File: config.mk
export PLATFORM = sky130hd
export DESIGN_NAME = bcr_ctrl
export DESIGN_NICKNAME = d
export VERILOG_FILES = /design/src/rtl/block_cache_replacement_defines.svh /design/src/rtl/bcr_pkg.sv /design/src/rtl/bcr_ctrl.sv
export SDC_FILE = /design/constraint.sdc
export NUM_CORES = 1
export LEC_CHECK = 0
export BUFFER_PORTS_ARGS = -buffer_cell sky130_fd_sc_hd__clkbuf_2
export CORE_AREA = 2 2 39 41
export CTS_CLUSTER_SIZE = 20
export DETAILED_ROUTE_END_ITERATION = 16
export DIE_AREA = 0 0 41 43
export SLEW_MARGIN = 20
export SYNTH_ARGS = -nofsm -noshare
export SYNTH_HDL_FRONTEND = slang
export SYNTH_SLANG_ARGS = --single-unit
File: constraint.sdc
create_clock -name i_clk -period 1.2 [get_ports i_clk]
set_clock_uncertainty 0.1 [all_clocks]
set_input_delay 0.24 -clock i_clk [delete_from_list [all_inputs] [get_ports i_clk]]
set_output_delay 0.24 -clock i_clk [all_outputs]
set_load 0.05 [all_outputs]
File: src/rtl/block_cache_replacement_defines.svh
// assertion macros for the block cache replacement table
`ifndef BLOCK_CACHE_REPLACEMENT_DEFINES_SVH
`define BLOCK_CACHE_REPLACEMENT_DEFINES_SVH
`ifndef ASSERT_OFF
`define BCR_ASSERT(lbl, clk, rst_n, prop, msg) \
    lbl: assert property (@(posedge clk) disable iff (!rst_n) prop) else $error(msg);
`define BCR_ASSERT_ALWAYS(lbl, clk, prop, msg) \
    lbl: assert property (@(posedge clk) prop) else $error(msg);
`else
`define BCR_ASSERT(lbl, clk, rst_n, prop, msg)
`define BCR_ASSERT_ALWAYS(lbl, clk, prop, msg)
`endif
`endif

File: src/rtl/bcr_pkg.sv
// shared types and constants of the block cache replacement table
package bcr_pkg;
    localparam int NUM_SLOTS_DEF  = 64;
    localparam int TAG_BITS_DEF   = 16;
    localparam int COUNT_BITS_DEF = 16;

    localparam int FRAC_BITS = 9;
    localparam logic [FRAC_BITS-1:0] FRAC_ONE = 9'd256;

    localparam logic [1:0] POL_LRU = 2'd0;
    localparam logic [1:0] POL_LFU = 2'd1;
    localparam logic [1:0] POL_FBR = 2'd2;

    localparam logic [1:0] REG_POLICY    = 2'd0;
    localparam logic [1:0] REG_CAPACITY  = 2'd1;
    localparam logic [1:0] REG_OLD_FRAC  = 2'd2;
    localparam logic [1:0] REG_NEW_FRAC  = 2'd3;

    localparam logic [6:0] CAP_RESET = 7'd64;

    typedef struct packed {
        logic accept;
        logic compare;
        logic decide;
        logic tree_load;
        logic tree_step;
        logic take_pos;
        logic read_sel;
        logic update;
    } t_cmd;

    typedef struct packed {
        logic need_tree;
    } t_status;
endpackage

File: src/rtl/bcr_ctrl.sv
// sequencer for one lookup: compare, decide, victim search, read, update
module bcr_ctrl #(
    parameter int NUM_SLOTS = bcr_pkg::NUM_SLOTS_DEF
) (
    input  logic             i_clk,
    input  logic             i_rst_n,
    input  logic             i_start,
    input  bcr_pkg::t_status i_status,
    output bcr_pkg::t_cmd    o_cmd,
    output logic             o_busy
);
    localparam int LEVELS = (NUM_SLOTS > 1) ? $clog2(NUM_SLOTS) : 1;
    localparam int LW     = $clog2(LEVELS + 1);

    localparam logic [2:0] S_IDLE = 3'd0;
    localparam logic [2:0] S_CMP  = 3'd1;
    localparam logic [2:0] S_DEC  = 3'd2;
    localparam logic [2:0] S_TLD  = 3'd3;
    localparam logic [2:0] S_MIN  = 3'd4;
    localparam logic [2:0] S_TAKE = 3'd5;
    localparam logic [2:0] S_RD   = 3'd6;
    localparam logic [2:0] S_UPD  = 3'd7;

    logic [2:0]    r_state, n_state;
    logic [LW-1:0] r_lvl, n_lvl;

    // next state and commands
    always_comb begin
        n_state = r_state;
        n_lvl   = r_lvl;
        o_cmd   = '0;
        case (r_state)
            S_IDLE: begin
                if (i_start) begin
                    o_cmd.accept = 1'b1;
                    n_state      = S_CMP;
                end
            end
            S_CMP: begin
                o_cmd.compare = 1'b1;
                n_state       = S_DEC;
            end
            S_DEC: begin
                o_cmd.decide = 1'b1;
                n_state      = S_TLD;
            end
            S_TLD: begin
                o_cmd.tree_load = 1'b1;
                n_lvl           = LW'(LEVELS);
                n_state         = i_status.need_tree ? S_MIN : S_RD;
            end
            S_MIN: begin
                o_cmd.tree_step = 1'b1;
                n_lvl           = r_lvl - 1'b1;
                if (r_lvl == LW'(1)) begin
                    n_state = S_TAKE;
                end
            end
            S_TAKE: begin
                o_cmd.take_pos = 1'b1;
                n_state        = S_RD;
            end
            S_RD: begin
                o_cmd.read_sel = 1'b1;
                n_state        = S_UPD;
            end
            S_UPD: begin
                o_cmd.update = 1'b1;
                n_state      = S_IDLE;
            end
            default: n_state = S_IDLE;
        endcase
    end

    // state registers
    always_ff @(posedge i_clk) begin
        if (!i_rst_n) begin
            r_state <= S_IDLE;
            r_lvl   <= '0;
        end else begin
            r_state <= n_state;
            r_lvl   <= n_lvl;
        end
    end

    assign o_busy = (r_state != S_IDLE);
endmodule

==> reports/qor.csv, run 1 <==
stage;metric;value;unit
floorplan;width of the die;41;µm
min_path;Hold Path Class;in -> reg;
worst_setup_path;crit path kind;reg -> out;
synth;synthesized flop and latch total;6;
synth;Synth warnings;0;
global_routing;grt ovf;0;
pwr;Flop pwr share;33.1;%
worst_setup_path;Worst setup EP type;output port;
finish;final non-filler cell total;78;
pwr;Internal;0.447;mW
min_path;hold_sp;i_rst_n;
timing;Period Utilization, post-route;128;%
timing;unrepaired setup endpoints after global routing;true;
routing;DR top layer;met4;
synth;most numerous cell in the Yosys netlist;dfxtp_1;
worst_setup_path;Buf/Inv on CP;1;
finish;ant diodes;0;
routing;WL per Instance;11.7;µm
floorplan;Die Y;43;µm
status;status;finished with violations;
global_routing;Overall Global Routing Usage;12.0;%
pwr;Logic pwr share;38.3;%
placed_design;Cells after DPL;72;
routing;final wirelength;913;µm
floorplan;Initial Util;28.1;%
timing;Min Clock Period, post-route;1.54;ns
synth;count of cell types in the netlist;23;
worst_setup_path;r2r setup slk;-0.16;ns
global_routing;initial antenna violation count;0;
pwr;Max VDD drop;0.374;mV
flow_run;max cap viols;0;
floorplan;core box area;0.00138;mm²
routing;vias per cell;4.71;
synth;netlist area before placement;389;µm²
finish;share of layout cells above drive strength 1;77.4;%
global_routing;pin count of the biggest net entering global routing;12;
worst_setup_path;startpoint types;flop;
clock_network;Clock transition at path regs;0.05;ns
clock_network;root cell of the clock tree;clkbuf_4;
routing;DRT Pass-1 Iters;2;
timing;Final Hold Fails;0;
timing;Max Slew Vio Count;0;
synth;Async S/R FF share, synth;0;%
routing;Final ANT Viol Nets;0;
timing;Setup WS post-layout;-0.340;ns
synth;post-synth top area share;30.9;%
timing;fmax;649;MHz
clock_network;Clock Latency Late Sink;0.25;ns
timing;# setup viols final;13;
placed_design;placer congestion estimate;0.656;
timing;smallest hold slack;0.180;ns
clock_network;CTS max path bufs;2;
timing;pin slew with the least headroom to its limit;0.220;ns
synth;Mapped Cells;39;
synth;Yosys top cell by area;dfxtp_1;
synth;Avg Cell Area, Syn;9.98;µm²
placed_design;port buffer count;12;
placed_design;Cell Area, Placed;553;µm²
routing;met2 WL;487;µm
worst_setup_path;crit-path max FO;2;
worst_setup_path;CP endpoint;o_cmd[7];
worst_setup_path;critical path cell sequence;or3_4, nor2_4, buf_8;
status;violated checks;setup timing;
synth;Net Count, Synth;45;
worst_setup_path;Worst path depth;3;
routing;M1 wire length;374;µm
global_routing;first-pass GRT wire length;1390;µm
timing;relative slew slack;85.3;%
pwr;power per cell area;956;mW/mm²
worst_setup_path;Crit path largest cell delay;0.39;ns
worst_setup_path;Top Family by Delay on Critical Path;simple AND/OR/NAND/NOR gates;
routing;# DRC;0;
clock_network;Num Clock Sinks;6;
pwr;leak pwr;0.320;nW
synth;Synth Flop Type;dfxtp_1;
floorplan;FP Rows;14;
finish;area grow syn2layout;82.6;%
routing;Via Count;367;
global_routing;vias in the first global route;339;
worst_setup_path;worst-case reg-to-reg path depth;6;
synth;Synth top cells by count;dfxtp_1 (6), inv_1 (4), buf_2 (3), nor3b_1 (3);
synth;number of flops mapped to enable cells by yosys;0;
worst_setup_path;Critical Path Start;r_state[0]$_SDFFE_PN0P_;
clock_network;cts bufs inserted;3;
pwr;part of the power in the clock network;28.6;%
routing;met3 WL;31;µm
worst_setup_path;r2r startpoint;r_state[0]$_SDFFE_PN0P_;
floorplan;Die Area;0.00176;mm²
finish;final instance area;711;µm²
placed_design;DP Wirelength;575;µm
finish;post-layout net count;70;
routing;1st-iter DRT viols;2;
clock_network;H-tree Lvls;1;
pwr;P_sw;0.233;mW
worst_setup_path;slowest cell on the critical path;or3_4;
synth;Area contributors post-synth;dfxtp_1 (31%), ha_1 (6.4%), nor3b_1 (5.8%);
clock_network;CTS tree;built;
floorplan;IO Count;13;
worst_setup_path;Worst EP required;0.86;ns
worst_setup_path;Worst EP arrival;1.20;ns
pwr;Sw Ratio;34.2;%
clock_network;hold-fix buffers at CTS;0;
synth;sequential-to-total area share from yosys stat;30.9;%
worst_setup_path;RR Endpoint;r_lvl[0]$_SDFFE_PN0P_;
==> cells in the final DEF, fill, tap and decap left out, types with 2 or more instances in the layout <==
cell,synthesis,final
clkbuf_8,0,5
clkbuf_2,0,3
inv_1,4,2
inv_2,0,2
buf_8,0,3
and3b_2,2,2
buf_4,0,6
xnor2_1,2,2
nor3b_2,1,3
buf_6,0,4
clkbuf_4,0,4
nor2_4,1,2
o21a_1,2,2
dfxtp_2,0,5
==> per-stage QoR <==
stage / worst slack, ns / util (%) / power [mW] / setup TNS, ns
6_report: -0.340 / 51.4 / 0.680 / -2.94
5_1_grt: -0.389 / 51.4 / 0.715 / -3.66
4_1_cts: -0.369 / 48.4 / 0.670 / -2.84
3_5_place_dp: -0.206 / 40.0 / 0.438 / -1.05
3_3_place_gp: -0.192 / 40.0 / 0.435 / -0.915
2_1_floorplan: -0.393 / - / 0.392 / -1.36
==> flip-flops by register name (all words and copies together) (netlist names) <==
signal / cells
r_lvl: 3
r_state: 3
==> power groups by stage <==
| stage | Sequential, mW | Clock (mW) | Combinational, mW |
|---|---|---|---|
| final | 0.225 | 0.194 | 0.260 |
| after global routing | 0.226 | 0.212 | 0.277 |
| after CTS | 0.224 | 0.202 | 0.243 |
| after detailed placement | 0.227 | 0 | 0.211 |
| after global placement | 0.225 | 0 | 0.210 |
| after floorplan | 0.231 | 0 | 0.161 |
==> repair_timing <==
action / CTS / global route
setup buffers: 1 / 2
setup endpoints to repair: 13 / 14
resized for setup: 22 / 6
pin swaps: 8 / 4
==> layer usage <==
layer / track usage (%) / vias up
met5: 0 / -
met4: 10.0 / 0
met3: 3.14 / 4
met2: 19.1 / 13
met1: 12.0 / 168
li1: - / 182
==> worst min path at each step <==
stage               cells past startpoint                      end
floorplan                               1  r_state[2]$_SDFFE_PN0P_
global placement                        1    r_lvl[1]$_SDFFE_PN0P_
detailed placement                      1    r_lvl[1]$_SDFFE_PN0P_
CTS                                     2  r_state[2]$_SDFFE_PN0P_
global route                            2  r_state[2]$_SDFFE_PN0P_
finish                                  2  r_state[2]$_SDFFE_PN0P_
==> area by class of cell <==
class / instances / area (µm²)
clock buffers: 3 / 22.5
fillers: 130 / 673
inverters: 4 / 15.0
multi-input cells: 26 / 280
flip-flops and latches: 6 / 126
well taps: 16 / 20.0
repair buffers: 23 / 246
==> cell families (layout without fill, tap and decap cells) <==
kind of cell             after synthesis  in the layout  share of synthesized area, %
AO/OA/AOI/OAI                          6              6                          13.2
XOR/XNOR                               2              2                          4.50
AND/OR/NAND/NOR                       16             16                          37.3
adder cells (fa/ha/maj)                2              2                          6.43
flip-flops                             6              6                          30.9
buffers and inverters                  7             30                          7.71
Note: power is estimated with default switching activity, not from simulation.
==> run 2, diff against run 1 <==
==> constraint.sdc (replaced) <==
create_clock -name i_clk -period 1.2 [get_ports i_clk]
set_clock_uncertainty 0.1 [all_clocks]
set_input_delay 0.18 -clock i_clk [delete_from_list [all_inputs] [get_ports i_clk]]
set_output_delay 0.18 -clock i_clk [all_outputs]
set_load 0.05 [all_outputs]
==> reports/qor.csv, run 2 (synthesis results as in run 1) <==
stage;metric;value;unit;change
routing;final wirelength;852;µm;-6.7%
worst_setup_path;Top Family by Delay on Critical Path;simple AND/OR/NAND/NOR gates;;
status;status;finished with violations;;
timing;unrepaired setup endpoints after global routing;true;;
worst_setup_path;critical path cell sequence;or3_4, nor2_4, buf_8;;
floorplan;FP Rows;14;;unchanged
worst_setup_path;Crit path largest cell delay;0.39;ns;about the same
status;violated checks;setup timing;;
floorplan;Die Area;0.00176;mm²;unchanged
clock_network;root cell of the clock tree;clkbuf_4;;
timing;Setup WS post-layout;-0.275;ns;+0.0653 ns
floorplan;IO Count;13;;unchanged
finish;share of layout cells above drive strength 1;77.8;%;+0.36 points
routing;DRT Pass-1 Iters;3;;+1
clock_network;CTS max path bufs;2;;unchanged
global_routing;grt ovf;0;;unchanged
min_path;Hold Path Class;in -> reg;;
timing;# setup viols final;13;;unchanged
clock_network;Clock transition at path regs;0.05;ns;about the same
clock_network;H-tree Lvls;1;;unchanged
flow_run;max cap viols;0;;unchanged
timing;Final Hold Fails;0;;unchanged
placed_design;Cells after DPL;72;;unchanged
routing;vias per cell;4.61;;-2.1%
timing;pin slew with the least headroom to its limit;0.237;ns;+0.0170 ns
clock_network;CTS tree;built;;
placed_design;placer congestion estimate;0.634;;-3.3%
worst_setup_path;Worst EP required;0.92;ns;+0.06 ns
global_routing;vias in the first global route;319;;-5.9%
floorplan;Initial Util;28.1;%;unchanged
worst_setup_path;crit-path max FO;2;;unchanged
pwr;Tot Pwr;0.687;mW;+1.1%
timing;Period Utilization, post-route;123;%;-5.4 points
clock_network;Clock Latency Late Sink;0.24;ns;about the same
floorplan;Die Y;43;µm;unchanged
timing;Min Clock Period, post-route;1.48;ns;-0.0653 ns
placed_design;port buffer count;12;;unchanged
timing;fmax;678;MHz;+4.4%
routing;WL per Instance;10.8;µm;-7.9%
finish;area grow syn2layout;90.0;%;
clock_network;cts bufs inserted;3;;unchanged
finish;most frequent cells in the layout;buf_4 (6), buf_6 (6), clkbuf_4 (4), clkbuf_8 (4), dfxtp_2 (4);;
global_routing;first-pass GRT wire length;1290;µm;-6.9%
timing;relative slew slack;84.2;%;-1.2 points
routing;# DRC;0;;unchanged
placed_design;DP Wirelength;550;µm;-4.3%
finish;final non-filler cell total;79;;+1.3%
pwr;power per cell area;929;mW/mm²;-2.9%
worst_setup_path;Worst setup EP type;output port;;
global_routing;Overall Global Routing Usage;11.0;%;-1.0 points
worst_setup_path;Buf/Inv on CP;1;;unchanged
worst_setup_path;crit path kind;reg -> out;;
finish;Largest regs;r_lvl: 3 flops, r_state: 3 flops;;
placed_design;dpl ws;-0.146;ns;+0.0602 ns
floorplan;width of the die;41;µm;unchanged
finish;Finished Core Util;53.4;%;+2.1 points
clock_network;Num Clock Sinks;6;;unchanged
worst_setup_path;startpoint types;flop;;
pwr;leak pwr;0.324;nW;+1.5%
routing;1st-iter DRT viols;2;;unchanged
timing;Total Neg Setup Slack;-2.38;ns;+0.561 ns
worst_setup_path;Worst EP arrival;1.20;ns;about the same
worst_setup_path;slowest cell on the critical path;or3_4;;
routing;Via Count;364;;-0.82%
finish;Filler cells;120;;-7.7%
timing;Max Slew Vio Count;0;;unchanged
routing;Final ANT Viol Nets;0;;unchanged
global_routing;initial antenna violation count;0;;unchanged
floorplan;core box area;0.00138;mm²;unchanged
finish;ant diodes;0;;unchanged
pwr;Max VDD drop;0.481;mV;+29%
global_routing;pin count of the biggest net entering global routing;12;;unchanged
finish;post-layout net count;71;;+1.4%
run 2: cell types whose count changed in the layout (fill, tap and decap cells not counted):
| cell | previous run | this run |
|---|---|---|
| buf_12 | 1 | 2 |
| buf_6 | 4 | 6 |
| buf_8 | 3 | 2 |
| clkbuf_8 | 5 | 4 |
| dfxtp_2 | 5 | 4 |
| dfxtp_4 | 0 | 1 |
| nor3b_2 | 3 | 1 |
| nor3b_4 | 1 | 3 |
run 2: path summary, 6_finish.rpt:
| check | from | to | slack, ns | depth (start not counted) |
|---|---|---|---|---|
| max | r_state[0]$_SDFFE_PN0P_ | o_cmd[7] | -0.28 | 3 |
| min | i_rst_n | r_state[2]$_SDFFE_PN0P_ | 0.12 | 2 |
| max reg2reg | r_state[0]$_SDFFE_PN0P_ | r_lvl[0]$_SDFFE_PN0P_ | -0.09 | 5 |
| min reg2reg | r_lvl[1]$_SDFFE_PN0P_ | r_lvl[1]$_SDFFE_PN0P_ | 0.42 | 1 |
run 2: power breakdown:
group	leakage, nW	internal [mW]	switching [mW]
clock	0.0138	0.113	0.0762
sequential	0.0514	0.214	0.00827
combinational	0.259	0.127	0.147
run 2: layer usage:
layer  share of wire [%]  up-vias  global-route usage (%)
met1                  44      171                    12.3
met2                  52        5                    16.6
met5                   0        -                       0
li1                    -      186                       -
met3                 1.5        2                    4.71
met4                 2.2        0                    6.00
run 2: what timing repair did:
| item | in CTS | in global routing |
|---|---|---|
| setup endpoints to repair | 13 | 14 |
| setup buffers | 4 | 0 |
| cloned | 0 | 0 |
| gates resized for setup | 22 | 7 |
| hold buffers | 0 | 0 |
| pin swaps | 9 | 3 |
run 2: cell type report:
type	count	area, µm²	area share, %
multi-input cells	26	293	39.6
repair buffers	24	260	35.2
flip-flops and latches	6	129	17.4
clock buffers	3	22.5	3.05
well taps	16	20.0	2.71
inverters	4	15.0	2.03
run 2: stage by stage:
step / area (µm²) / hold WS, ns
floorplan: 425 / 0.197
global placement: 568 / 0.379
detailed placement: 568 / 0.372
CTS: 708 / 0.121
global route: 739 / 0.118
finish: 739 / 0.119
